### config.mk
export PLATFORM = sky130hd
export DESIGN_NAME = circular_double_ended_queue_core
export DESIGN_NICKNAME = d
export VERILOG_FILES = /design/src/rtl/cdq_pkg.sv /design/src/rtl/circular_double_ended_queue_core.sv /design/src/rtl/cdq_ctrl.sv /design/src/rtl/cdq_dpath.sv
export SDC_FILE = /design/constraint.sdc
export NUM_CORES = 1
export LEC_CHECK = 0
export CAP_MARGIN = 15
export CORE_AREA = 2 2 283 201
export DETAILED_ROUTE_END_ITERATION = 12
export DIE_AREA = 0 0 285 203
export DONT_BUFFER_PORTS = 1
export HOLD_SLACK_MARGIN = 0.03
export MAX_ROUTING_LAYER = met4
export SLEW_MARGIN = 0
export SYNTH_ARGS = -nofsm -noshare
export SYNTH_HDL_FRONTEND = slang
export SYNTH_SLANG_ARGS = --single-unit
### constraint.sdc
create_clock -name clk -period 7.4 [get_ports clk]
set_input_delay 1.48 -clock clk [delete_from_list [all_inputs] [get_ports clk]]
set_output_delay 1.48 -clock clk [all_outputs]
set_load 0.05 [all_outputs]
### src/rtl/cdq_pkg.sv
// Package for the circular deque core: sizes, command and status codes,
// and the control struct passed from controller to datapath. No dependencies.
package cdq_pkg;

  localparam int DEPTH      = 16;
  localparam int DATA_WIDTH = 32;

  localparam int IDX_W   = (DEPTH > 1) ? $clog2(DEPTH) : 1;
  localparam int CNT_W   = $clog2(DEPTH + 1);
  localparam int CMD_W   = 3;
  localparam int VALUE_W = 32;
  localparam int POS_W   = 4;
  localparam int DATA_W  = 32;
  localparam int STAT_W  = 2;
  localparam int OCC_W   = 5;

  typedef enum logic [CMD_W-1:0] {
    CMD_PUSH_BACK  = 3'd0,
    CMD_PUSH_FRONT = 3'd1,
    CMD_POP_FRONT  = 3'd2,
    CMD_POP_BACK   = 3'd3,
    CMD_READ_POS   = 3'd4,
    CMD_CLEAR      = 3'd5
  } cmd_t;

  typedef enum logic [STAT_W-1:0] {
    ST_OK    = 2'd0,
    ST_EMPTY = 2'd1,
    ST_FULL  = 2'd2
  } stat_t;

  // controller -> datapath
  typedef struct packed {
    logic load;   // capture the incoming command
    logic exec;   // perform the store access and pointer update
  } ctl_t;

endpackage

### src/rtl/circular_double_ended_queue_core.sv
// Top level of the circular deque core: controller plus datapath.
// Depends on cdq_pkg, cdq_ctrl and cdq_dpath.
//
//  channel   ports                                      transfer when
//  input     start, busy, in_command/value/position     start && !busy
//  result    out_strobe, out_data/status/occupancy      out_strobe
//
// Each command makes its store access, whose read port is registered, in the
// access state, then puts the result on the ports in the result state. busy is high
// only in the access cycle, so a new command is taken while a result shows.
// Reset (synchronous, rst_n low) empties the queue; store contents are
// left as they are. The receiver cannot stall: a result stands one cycle.
module circular_double_ended_queue_core (
  input  logic                        clk,
  input  logic                        rst_n,
  input  logic                        start,
  output logic                        busy,
  input  logic [cdq_pkg::CMD_W-1:0]   in_command,
  input  logic [cdq_pkg::VALUE_W-1:0] in_value,
  input  logic [cdq_pkg::POS_W-1:0]   in_position,
  output logic                        out_strobe,
  output logic [cdq_pkg::DATA_W-1:0]  out_data,
  output logic [cdq_pkg::STAT_W-1:0]  out_status,
  output logic [cdq_pkg::OCC_W-1:0]   out_occupancy
);
  import cdq_pkg::*;

  ctl_t ctl;

  cdq_ctrl u_ctrl (
    .clk        (clk),
    .rst_n      (rst_n),
    .start      (start),
    .busy       (busy),
    .out_strobe (out_strobe),
    .ctl        (ctl)
  );

  cdq_dpath u_dpath (
    .clk           (clk),
    .rst_n         (rst_n),
    .ctl           (ctl),
    .in_command    (in_command),
    .in_value      (in_value),
    .in_position   (in_position),
    .out_data      (out_data),
    .out_status    (out_status),
    .out_occupancy (out_occupancy)
  );

endmodule

### src/rtl/cdq_ctrl.sv
// Controller for the circular deque core: sequences capture, store access
// and result strobe. Depends on cdq_pkg.
module cdq_ctrl (
  input  logic          clk,
  input  logic          rst_n,
  input  logic          start,
  output logic          busy,
  output logic          out_strobe,
  output cdq_pkg::ctl_t ctl
);
  import cdq_pkg::*;

  typedef enum logic [1:0] {
    S_IDLE,
    S_ACCESS,
    S_RESULT
  } state_t;

  state_t state_r;
  logic   busy_r;
  logic   strobe_r;
  logic   accept;

  assign accept     = start && !busy_r;
  assign busy       = busy_r;
  assign out_strobe = strobe_r;
  assign ctl.load   = accept;
  assign ctl.exec   = (state_r == S_ACCESS);

  always_ff @(posedge clk) begin
    if (!rst_n) begin
      state_r  <= S_IDLE;
      busy_r   <= 1'b0;
      strobe_r <= 1'b0;
    end else begin
      unique case (state_r)
        S_IDLE: begin
          strobe_r <= 1'b0;
          if (accept) begin
            state_r <= S_ACCESS;
            busy_r  <= 1'b1;
          end
        end
        S_ACCESS: begin
          state_r  <= S_RESULT;
          busy_r   <= 1'b0;
          strobe_r <= 1'b1;
        end
        S_RESULT: begin
          // next command may be taken while this result is shown
          strobe_r <= 1'b0;
          if (accept) begin
            state_r <= S_ACCESS;
            busy_r  <= 1'b1;
          end else begin
            state_r <= S_IDLE;
          end
        end
        default: begin
          state_r  <= S_IDLE;
          busy_r   <= 1'b0;
          strobe_r <= 1'b0;
        end
      endcase
    end
  end

`ifndef SYNTHESIS
  a_accept_busy: assert property (@(posedge clk) disable iff (!rst_n)
    (start && !busy_r) |=> busy_r)
    else $error("accepted transfer did not raise busy");
  a_busy_strobe: assert property (@(posedge clk) disable iff (!rst_n)
    busy_r |=> (strobe_r && !busy_r))
    else $error("store access not followed by result strobe");
  a_strobe_single: assert property (@(posedge clk) disable iff (!rst_n)
    strobe_r |=> !strobe_r)
    else $error("result strobe held for more than one cycle");
`endif

endmodule

### src/rtl/cdq_dpath.sv
// Datapath for the circular deque core: command registers, head/tail/count,
// element store and result registers. Depends on cdq_pkg.
module cdq_dpath (
  input  logic                        clk,
  input  logic                        rst_n,
  input  cdq_pkg::ctl_t               ctl,
  input  logic [cdq_pkg::CMD_W-1:0]   in_command,
  input  logic [cdq_pkg::VALUE_W-1:0] in_value,
  input  logic [cdq_pkg::POS_W-1:0]   in_position,
  output logic [cdq_pkg::DATA_W-1:0]  out_data,
  output logic [cdq_pkg::STAT_W-1:0]  out_status,
  output logic [cdq_pkg::OCC_W-1:0]   out_occupancy
);
  import cdq_pkg::*;

  localparam int SUM_W = ((IDX_W > POS_W) ? IDX_W : POS_W) + 1;
  localparam int CMP_W = (CNT_W > POS_W) ? CNT_W : POS_W;
  localparam logic [IDX_W-1:0] IDX_LAST = IDX_W'(DEPTH - 1);
  localparam logic [CNT_W-1:0] CNT_FULL = CNT_W'(DEPTH);
  localparam logic [SUM_W-1:0] SUM_DEPTH = SUM_W'(DEPTH);

  logic [DATA_WIDTH-1:0] mem [DEPTH];

  logic [CMD_W-1:0]      cmd_r;
  logic [DATA_WIDTH-1:0] val_r;
  logic [POS_W-1:0]      pos_r;

  logic [IDX_W-1:0] head_r, head_nxt;
  logic [IDX_W-1:0] tail_r, tail_nxt;
  logic [CNT_W-1:0] count_r, count_nxt;

  logic [DATA_WIDTH-1:0] rd_q;
  logic                  rd_ok_r;
  logic [STAT_W-1:0]     status_r;
  logic [OCC_W-1:0]      occ_r;

  logic             we, re;
  logic [IDX_W-1:0] waddr, raddr;
  stat_t            stat;
  logic             full, empty;
  logic [IDX_W-1:0] head_inc, head_dec, tail_inc, tail_dec;
  logic [SUM_W-1:0] pos_sum, pos_wrap;
  logic             pos_bad;

  assign full     = (count_r == CNT_FULL);
  assign empty    = (count_r == '0);
  assign head_inc = (head_r == IDX_LAST) ? '0 : head_r + 1'b1;
  assign head_dec = (head_r == '0) ? IDX_LAST : head_r - 1'b1;
  assign tail_inc = (tail_r == IDX_LAST) ? '0 : tail_r + 1'b1;
  assign tail_dec = (tail_r == '0) ? IDX_LAST : tail_r - 1'b1;

  // a valid position lies below count, so the sum stays under twice the depth
  assign pos_sum  = SUM_W'(head_r) + SUM_W'(pos_r);
  assign pos_wrap = (pos_sum >= SUM_DEPTH) ? pos_sum - SUM_DEPTH : pos_sum;
  assign pos_bad  = (CMP_W'(pos_r) >= CMP_W'(count_r));

  always_comb begin
    head_nxt  = head_r;
    tail_nxt  = tail_r;
    count_nxt = count_r;
    we        = 1'b0;
    re        = 1'b0;
    waddr     = '0;
    raddr     = '0;
    stat      = ST_OK;
    unique case (cmd_r)
      CMD_PUSH_BACK, CMD_PUSH_FRONT: begin
        if (full) begin
          stat = ST_FULL;
        end else if (empty) begin
          head_nxt  = '0;
          tail_nxt  = '0;
          we        = 1'b1;
          count_nxt = CNT_W'(1);
        end else if (cmd_r == CMD_PUSH_BACK) begin
          tail_nxt  = tail_inc;
          waddr     = tail_inc;
          we        = 1'b1;
          count_nxt = count_r + 1'b1;
        end else begin
          head_nxt  = head_dec;
          waddr     = head_dec;
          we        = 1'b1;
          count_nxt = count_r + 1'b1;
        end
      end
      CMD_POP_FRONT, CMD_POP_BACK: begin
        if (empty) begin
          stat = ST_EMPTY;
        end else begin
          re    = 1'b1;
          raddr = (cmd_r == CMD_POP_FRONT) ? head_r : tail_r;
          if (count_r == CNT_W'(1)) begin
            head_nxt  = '0;
            tail_nxt  = '0;
            count_nxt = '0;
          end else if (cmd_r == CMD_POP_FRONT) begin
            head_nxt  = head_inc;
            count_nxt = count_r - 1'b1;
          end else begin
            tail_nxt  = tail_dec;
            count_nxt = count_r - 1'b1;
          end
        end
      end
      CMD_READ_POS: begin
        if (pos_bad) begin
          stat = ST_EMPTY;
        end else begin
          re    = 1'b1;
          raddr = pos_wrap[IDX_W-1:0];
        end
      end
      CMD_CLEAR: begin
        head_nxt  = '0;
        tail_nxt  = '0;
        count_nxt = '0;
      end
      default: begin
      end
    endcase
  end

  always_ff @(posedge clk) begin
    if (!rst_n) begin
      head_r  <= '0;
      tail_r  <= '0;
      count_r <= '0;
      rd_ok_r <= 1'b0;
    end else if (ctl.exec) begin
      head_r  <= head_nxt;
      tail_r  <= tail_nxt;
      count_r <= count_nxt;
      rd_ok_r <= re;
    end
  end

  always_ff @(posedge clk) begin
    if (ctl.load) begin
      cmd_r <= in_command;
      val_r <= DATA_WIDTH'(in_value);
      pos_r <= in_position;
    end
    if (ctl.exec) begin
      status_r <= stat;
      occ_r    <= OCC_W'(count_nxt);
    end
  end

  // element store: at most one write or one registered read per command
  always_ff @(posedge clk) begin
    if (ctl.exec && we) begin
      mem[waddr] <= val_r;
    end
    if (ctl.exec && re) begin
      rd_q <= mem[raddr];
    end
  end

  assign out_data      = rd_ok_r ? DATA_W'(rd_q) : '0;
  assign out_status    = status_r;
  assign out_occupancy = occ_r;

`ifndef SYNTHESIS
  a_count_range: assert property (@(posedge clk) disable iff (!rst_n)
    count_r <= CNT_FULL)
    else $error("element count beyond depth");
  a_empty_ptrs: assert property (@(posedge clk) disable iff (!rst_n)
    (count_r == '0) |-> (head_r == '0 && tail_r == '0))
    else $error("empty queue with pointers away from zero");
  a_full_refused: assert property (@(posedge clk) disable iff (!rst_n)
    (ctl.exec && full && (cmd_r == CMD_PUSH_BACK || cmd_r == CMD_PUSH_FRONT))
    |=> (count_r == CNT_FULL && status_r == ST_FULL && $stable(head_r)))
    else $error("push into full queue changed state");
  a_occ_match: assert property (@(posedge clk) disable iff (!rst_n)
    ctl.exec |=> (occ_r == OCC_W'(count_r)))
    else $error("reported occupancy differs from count");
`endif

endmodule
After elaboration in Yosys (flattened, before gate mapping) --
Memories as Yosys holds them, arrays and structs flattened. A register that Yosys moved wholly into a read port is not among the register bits. Cells that the tools add are included.
Cells by class: add/sub/neg operators 8, $lt $le $gt $ge 2, eq/ne operators 18, multiplexer cells 48, reductions and logical operators 16
Operators with widths (count):
- $mux 4 | 24
- $mux 32 | 1
- $pmux 4 s3 | 2
- $mux 5 | 4
- $pmux 5 s3 | 1
- $pmux 2 s3 | 2
- $reduce_and 6->1 | 2
- $sub 4x1->4 const B | 3
- $mux 1 | 10
- $add 4x1->4 const B | 2
- $eq 4x4->1 const B | 2
- $logic_not 4->1 | 2
- $pmux 4 s2 | 1
- $eq 3x2->1 const B | 2
- $eq 3x3->1 const B | 2
- $ne 3x1->1 const B | 2
- $reduce_or 2->1 | 3
- $add 4x4->5 | 1
- $add 5x1->5 const B | 1
- $eq 5x1->1 const B | 1
- $eq 5x5->1 const B | 1
- $ge 4x5->1 | 1
- $ge 5x5->1 const B | 1
- $logic_not 5->1 | 1
- 16 further kinds | 20
Word-level totals: register bits after elaboration 64, RAM bits 512, logic and storage cells 105, memories kept 1
Memory list:
- u_dpath.mem | depth 16, width 32, read ports 1, clocked after memory_dff 1, wr ports 1, line cdq_dpath.sv:22 | logic [DATA_WIDTH-1:0] mem [DEPTH];

Logic depth before layout (Yosys ltp) --
word-level depth 6, gate-level depth with buffers 12, depth with buffers taken out 9

Hierarchy --
From an unflattened synthesis, not the netlist that was laid out.
Second synthesis, totals: cell total of the unflattened synthesis 1651, area total of the unflattened synthesis 24563.6 sq um
Modules (own cells, without submodules):
- cdq_dpath | instances 1, cells each 1639, area an instance 24415.9 sq um, sequential area each 17997.3 sq um
- cdq_ctrl | instances 1, cells each 12, area an instance 147.6 sq um, sequential area each 80.1 sq um

Least setup slack after synthesis --
OpenSTA, ideal clock, no wires.
path type input -> register, start point input start, end point register u_dpath.cmd_r[0] (enable), arrival time 3.246 ns, data required time 6.960 ns, setup slack 3.714 ns, stages on the path 1, path buffers 0, path through nor2b_1
Between the ends: word-level cells in the longest chain between the ends 1
Ends and longest elaborated chain:
- start: declaration | line circular_double_ended_queue_core.sv:16 | input logic start,
- $logic_and 1x1->1 | line cdq_ctrl.sv:24 | assign accept = start && !busy_r;
- end signal: assignment | line cdq_dpath.sv:140 | cmd_r <= in_command;
- end: declaration | line cdq_dpath.sv:24 | logic [CMD_W-1:0] cmd_r;
No other way between the ends. A chain may end at the register's enable or synchronous reset.

Final worst setup path --
start point register u_dpath.count_r[0], end point memory u_dpath.mem[12][14] (enable)
Between the ends: word-level cells in the longest chain between the ends 6, elaborated cells on any way between the ends 10, those cells by class eq/ne: 1; mux: 7; reduce/logical: 2
Ends and longest elaborated chain:
- start: declaration | line cdq_dpath.sv:30 | logic [CNT_W-1:0] count_r, count_nxt;
- start signal: assignment | line cdq_dpath.sv:133 | count_r <= count_nxt;
- $eq 5x5->1 | line cdq_dpath.sv:45 | assign full = (count_r == CNT_FULL);
- $mux 1 | line cdq_dpath.sv:68 | if (full) begin
- $mux 1 | line cdq_dpath.sv:66 | unique case (cmd_r)
- $logic_and 1x1->1 | line cdq_dpath.sv:152 | if (ctl.exec && we) begin
- $mux 1 | line cdq_dpath.sv:152
- $mux 1 (not written as such) | line cdq_dpath.sv:153 | mem[waddr] <= val_r;
- end: declaration | line cdq_dpath.sv:22
Parallel ways exist; a longest one is shown, timed or not.

==> metrics list <==
* GRT overflow: 0
- After floorplanning, the core was sized to cover 55000 um^2.
- Last weighted congestion value of the routability-driven placer: between 0.8 and 0.9
- The mapped netlist covers 24700 um^2.
- Setup slack after placement: 3.08 ns
* Antenna violations before repair: 4
- Fraction of post-synthesis cell area in the top cell type by area: 71.8%
* Count of endpoints failing setup in the final report: 0
- Setup total negative slack: 0 ns
- After detailed placement, the design holds a cell count of approximately 2200.
* Count of buffers from port buffering: 0
- The final count of hold timing violations came to 0.
* Highest metal layer with signal wires: met4
- DP HPWL: approximately 30000 um
- In the final routing, the length of wire on met1 measures 26900 um.
- Reported leakage power: 8.65 nW
- Per-cell routed wire length: 25.8 um
- Summed over all instances, the cell type with the most area after synthesis is edfxtp_1.
- The number of buffers and inverters on the critical path is 2.
- TritonCTS built the clock tree.
* Gate power share: approximately 3.7%
* Area growth from synthesis to layout: 10.6%
- Internal power component: around 5.5 mW
* Crit path largest cell delay: 0.77 ns
- Worst Setup Path Type: flip-flop to flip-flop
* Relative slew slack: 20.8%
* CTS sink count: ~610
* Final worst path period share: 59.6%
* Pin count of the biggest net entering global routing: 120
- In this run the number of H-tree levels came out at 2.
- Top post-synthesis cells by area: edfxtp_1, mux4_2, o211ai_1
- Switching power: around 1.5 mW
- In this run, distinct cell masters in the synthesized netlist total 63.
- The die is between 200 and 250 um tall.
* Number of global-route vias before repair: 13600
* Crit path max fanout: 17
- Reg clk slew, reported paths: 0.06 ns
- Avg Inst Size Synth: 15.9 um^2
- Smallest setup slack after layout: 2.99 ns
- The count of nets left with antenna violations once routing finished came out at 0.
- Buffers inserted to repair hold after CTS numbered 0.
- Power density normalized to cell area: 254 nW/um^2
* Async SR Flop Fraction: 0%
* Horiz. Die Dim: 285 um
- The max-slew violation count was 0.
- Post-synthesis sequential area ratio: 73.2%
* Total setup buffers inserted after CTS: 0
- The most used flip-flop cell after synthesis is edfxtp_1.
- Fraction of layout cells with a size suffix above 1: 13.3%
* Class of the tightest hold or removal check: flip-flop to flip-flop
- Count of nets after finishing: 1596
* Clk Latency, worst-skew pair: just over 0.6 ns
- The worst setup path is captured at a flip-flop.
- Synthesis handed over a netlist of 1556 instances.
* Iteration count of the initial detailed-routing pass: 6
- The finished layout holds 2324 standard cells, fillers aside.
- Setup repair after global routing left no endpoint under its margin.
- Wires add up to approximately 60000 um.
* Met3 layer wire length in the routed design: 5170 um
- Number of CTS-inserted buffers: 56
- Floorplan die area: 57900 um^2
- The Yosys step of the flow raised 0 warnings.
- Total number of vias: ~14000
- For this design, the slowest cell found on the critical path is nor2_4.
* Io pins: 83
- Number of max-cap violations: 0
- Number of enable flip-flop cells after synthesis: 590
* Met2 WL: 26800 um
- For the worst setup path, the data arrival time is 4.67 ns.
- The tightest hold path in the finished design has a slack of 0.464 ns.
- STA classifies the critical path startpoint as a flip-flop.
- Family with the most delay on the worst path: simple AND/OR/NAND/NOR gates
- The synthesized design contains 608 register bits.
* Status: completed
- The most common cell in the synthesized netlist is edfxtp_1.
- Number of DRC markers in iteration 0: approximately 1800
- Once the floorplan was initialized, standard cells occupied 44.9% of the core.
* Total DRC errors in the routed layout: 0
- Total number of placement rows: 72
- Across the routed clock network, the largest skew measured is about 0.014 ns.
* Global-route total usage across every layer: 21.5%
- When the netlist entered floorplanning its net count stood at 1614.
- Sequential cells burn 56.0% of the power.
- Across the VDD grid, the largest voltage drop is 0.179 mV.
- Global-route wire length before repair: 89600 um
- Timing would allow up to 227 MHz.
- Worst-case clock buffer depth: 3
- Sorting the synthesized cells by how often they occur yields edfxtp_1, o21ai_0, nand3_1.
- Net switching is 21.3% of the power.
* Critical-path cell list: inv_1, ha_1, nor3b_2, nor2b_1, a21oi_1, nor4_1, nand2_1, nor2_4, buf_4
* CP required: 7.66 ns
* Buffer type at the clock tree root: clkbuf_16
* Slew @ Worst Pin: approximately 1.2 ns
* Minimum period implied by the final worst setup slack: 4.41 ns
- Clock share of power: 40.3%
- Via-to-Cell Ratio: 6.07
* # resized after CTS: 0
metal layers:
layer | track usage [%] | vias up
met1 | 31.7 | 7195
met4 | 5.61 | 0
met2 | 30.9 | 639
met3 | 3.80 | 86
li1 | - | 6180
met5 | - | -
worst reg2reg max path: cells and delay by family (launching register included):
kind | cells | cell delay, ns
AND/OR/NAND/NOR | 5 | 2.69
buffers and inverters | 2 | 0.70
flip-flops | 1 | 0.37
adder cells (fa/ha/maj) | 1 | 0.21
AO/OA/AOI/OAI | 1 | 0.09
sequential cells by signal, indices dropped and copies added, names as in the netlist:
register and count:
u_dpath.mem 512, u_dpath.rd_q 32, u_dpath.val_r 32, u_dpath.count_r 5, u_dpath.out_occupancy 5, u_dpath.head_r 4, u_dpath.pos_r 4, u_dpath.tail_r 4
u_dpath.cmd_r 3, u_ctrl.state_r 2, u_dpath.out_status 2, u_ctrl.busy 1, u_ctrl.out_strobe 1, u_dpath.rd_ok_r 1
through the flow:
stage | instance area (um^2) | power [mW] | util (%)
floorplan | 24700 | 4.12 | -
global placement | 25500 | 4.21 | 46.4
detailed placement | 25500 | 4.21 | 46.4
CTS | 27200 | 6.98 | 49.6
global route | 27300 | 7.16 | 49.7
finish | 27300 | 6.94 | 49.7
power by group through the flow:
stage | clock network (mW) | registers, mW | logic [mW]
floorplan | 0 | 3.93 | 0.197
global placement | 0 | 3.95 | 0.254
detailed placement | 0 | 3.96 | 0.258
CTS | 2.84 | 3.88 | 0.259
global route | 2.98 | 3.89 | 0.285
finish | 2.80 | 3.88 | 0.259
cell families after synthesis:
group,count (synthesis),share of synthesized area [%]
AOI/OAI and AO/OA,393,10.3
xor gates and xnor gates,11,0.390
adders and majority gates,16,0.841
and+or+nand+nor,330,6.45
muxes,75,6.39
DFF,608,73.2
buffers and inverters,123,2.45
placed cells by master (no fill, tap or decap), types with 18 or more instances in the layout:
cell,Yosys,layout
a21oi_1,26,25
a22oi_1,34,34
a31oi_1,64,64
and2_1,34,34
buf_4,11,27
clkbuf_16,0,57
edfxtp_1,590,590
mux4_2,66,66
nand2_1,89,88
nand3_1,129,129
nor2_1,46,30
nor2_4,1,18
o211ai_1,95,95
o21ai_0,133,133
path summary, 6_finish.rpt:
kind	start	endpoint	slack [ns]	depth (start not counted)
worst min-delay path	u_ctrl.state_r[0]	u_ctrl.state_r[0]	0.46	1
worst max register to register	u_dpath.count_r[0]	u_dpath.mem[12][14]	2.99	9
worst min register to register	u_ctrl.state_r[0]	u_ctrl.state_r[0]	0.46	1
worst max-delay path	u_dpath.count_r[0]	u_dpath.mem[12][14]	2.99	9
layout make-up:
| type | count | area [um^2] |
|---|---|---|
| fillers | 4589 | 27700 |
| flip-flops and latches | 608 | 18100 |
| multi-input cells | 825 | 6200 |
| well taps | 740 | 926 |
| repair buffers | 30 | 278 |
| clock inverters | 31 | 251 |
| diodes | 2 | 5.00 |
| inverters | 17 | 63.8 |
| clock buffers | 71 | 1490 |
(Power assumes the default switching activity.)
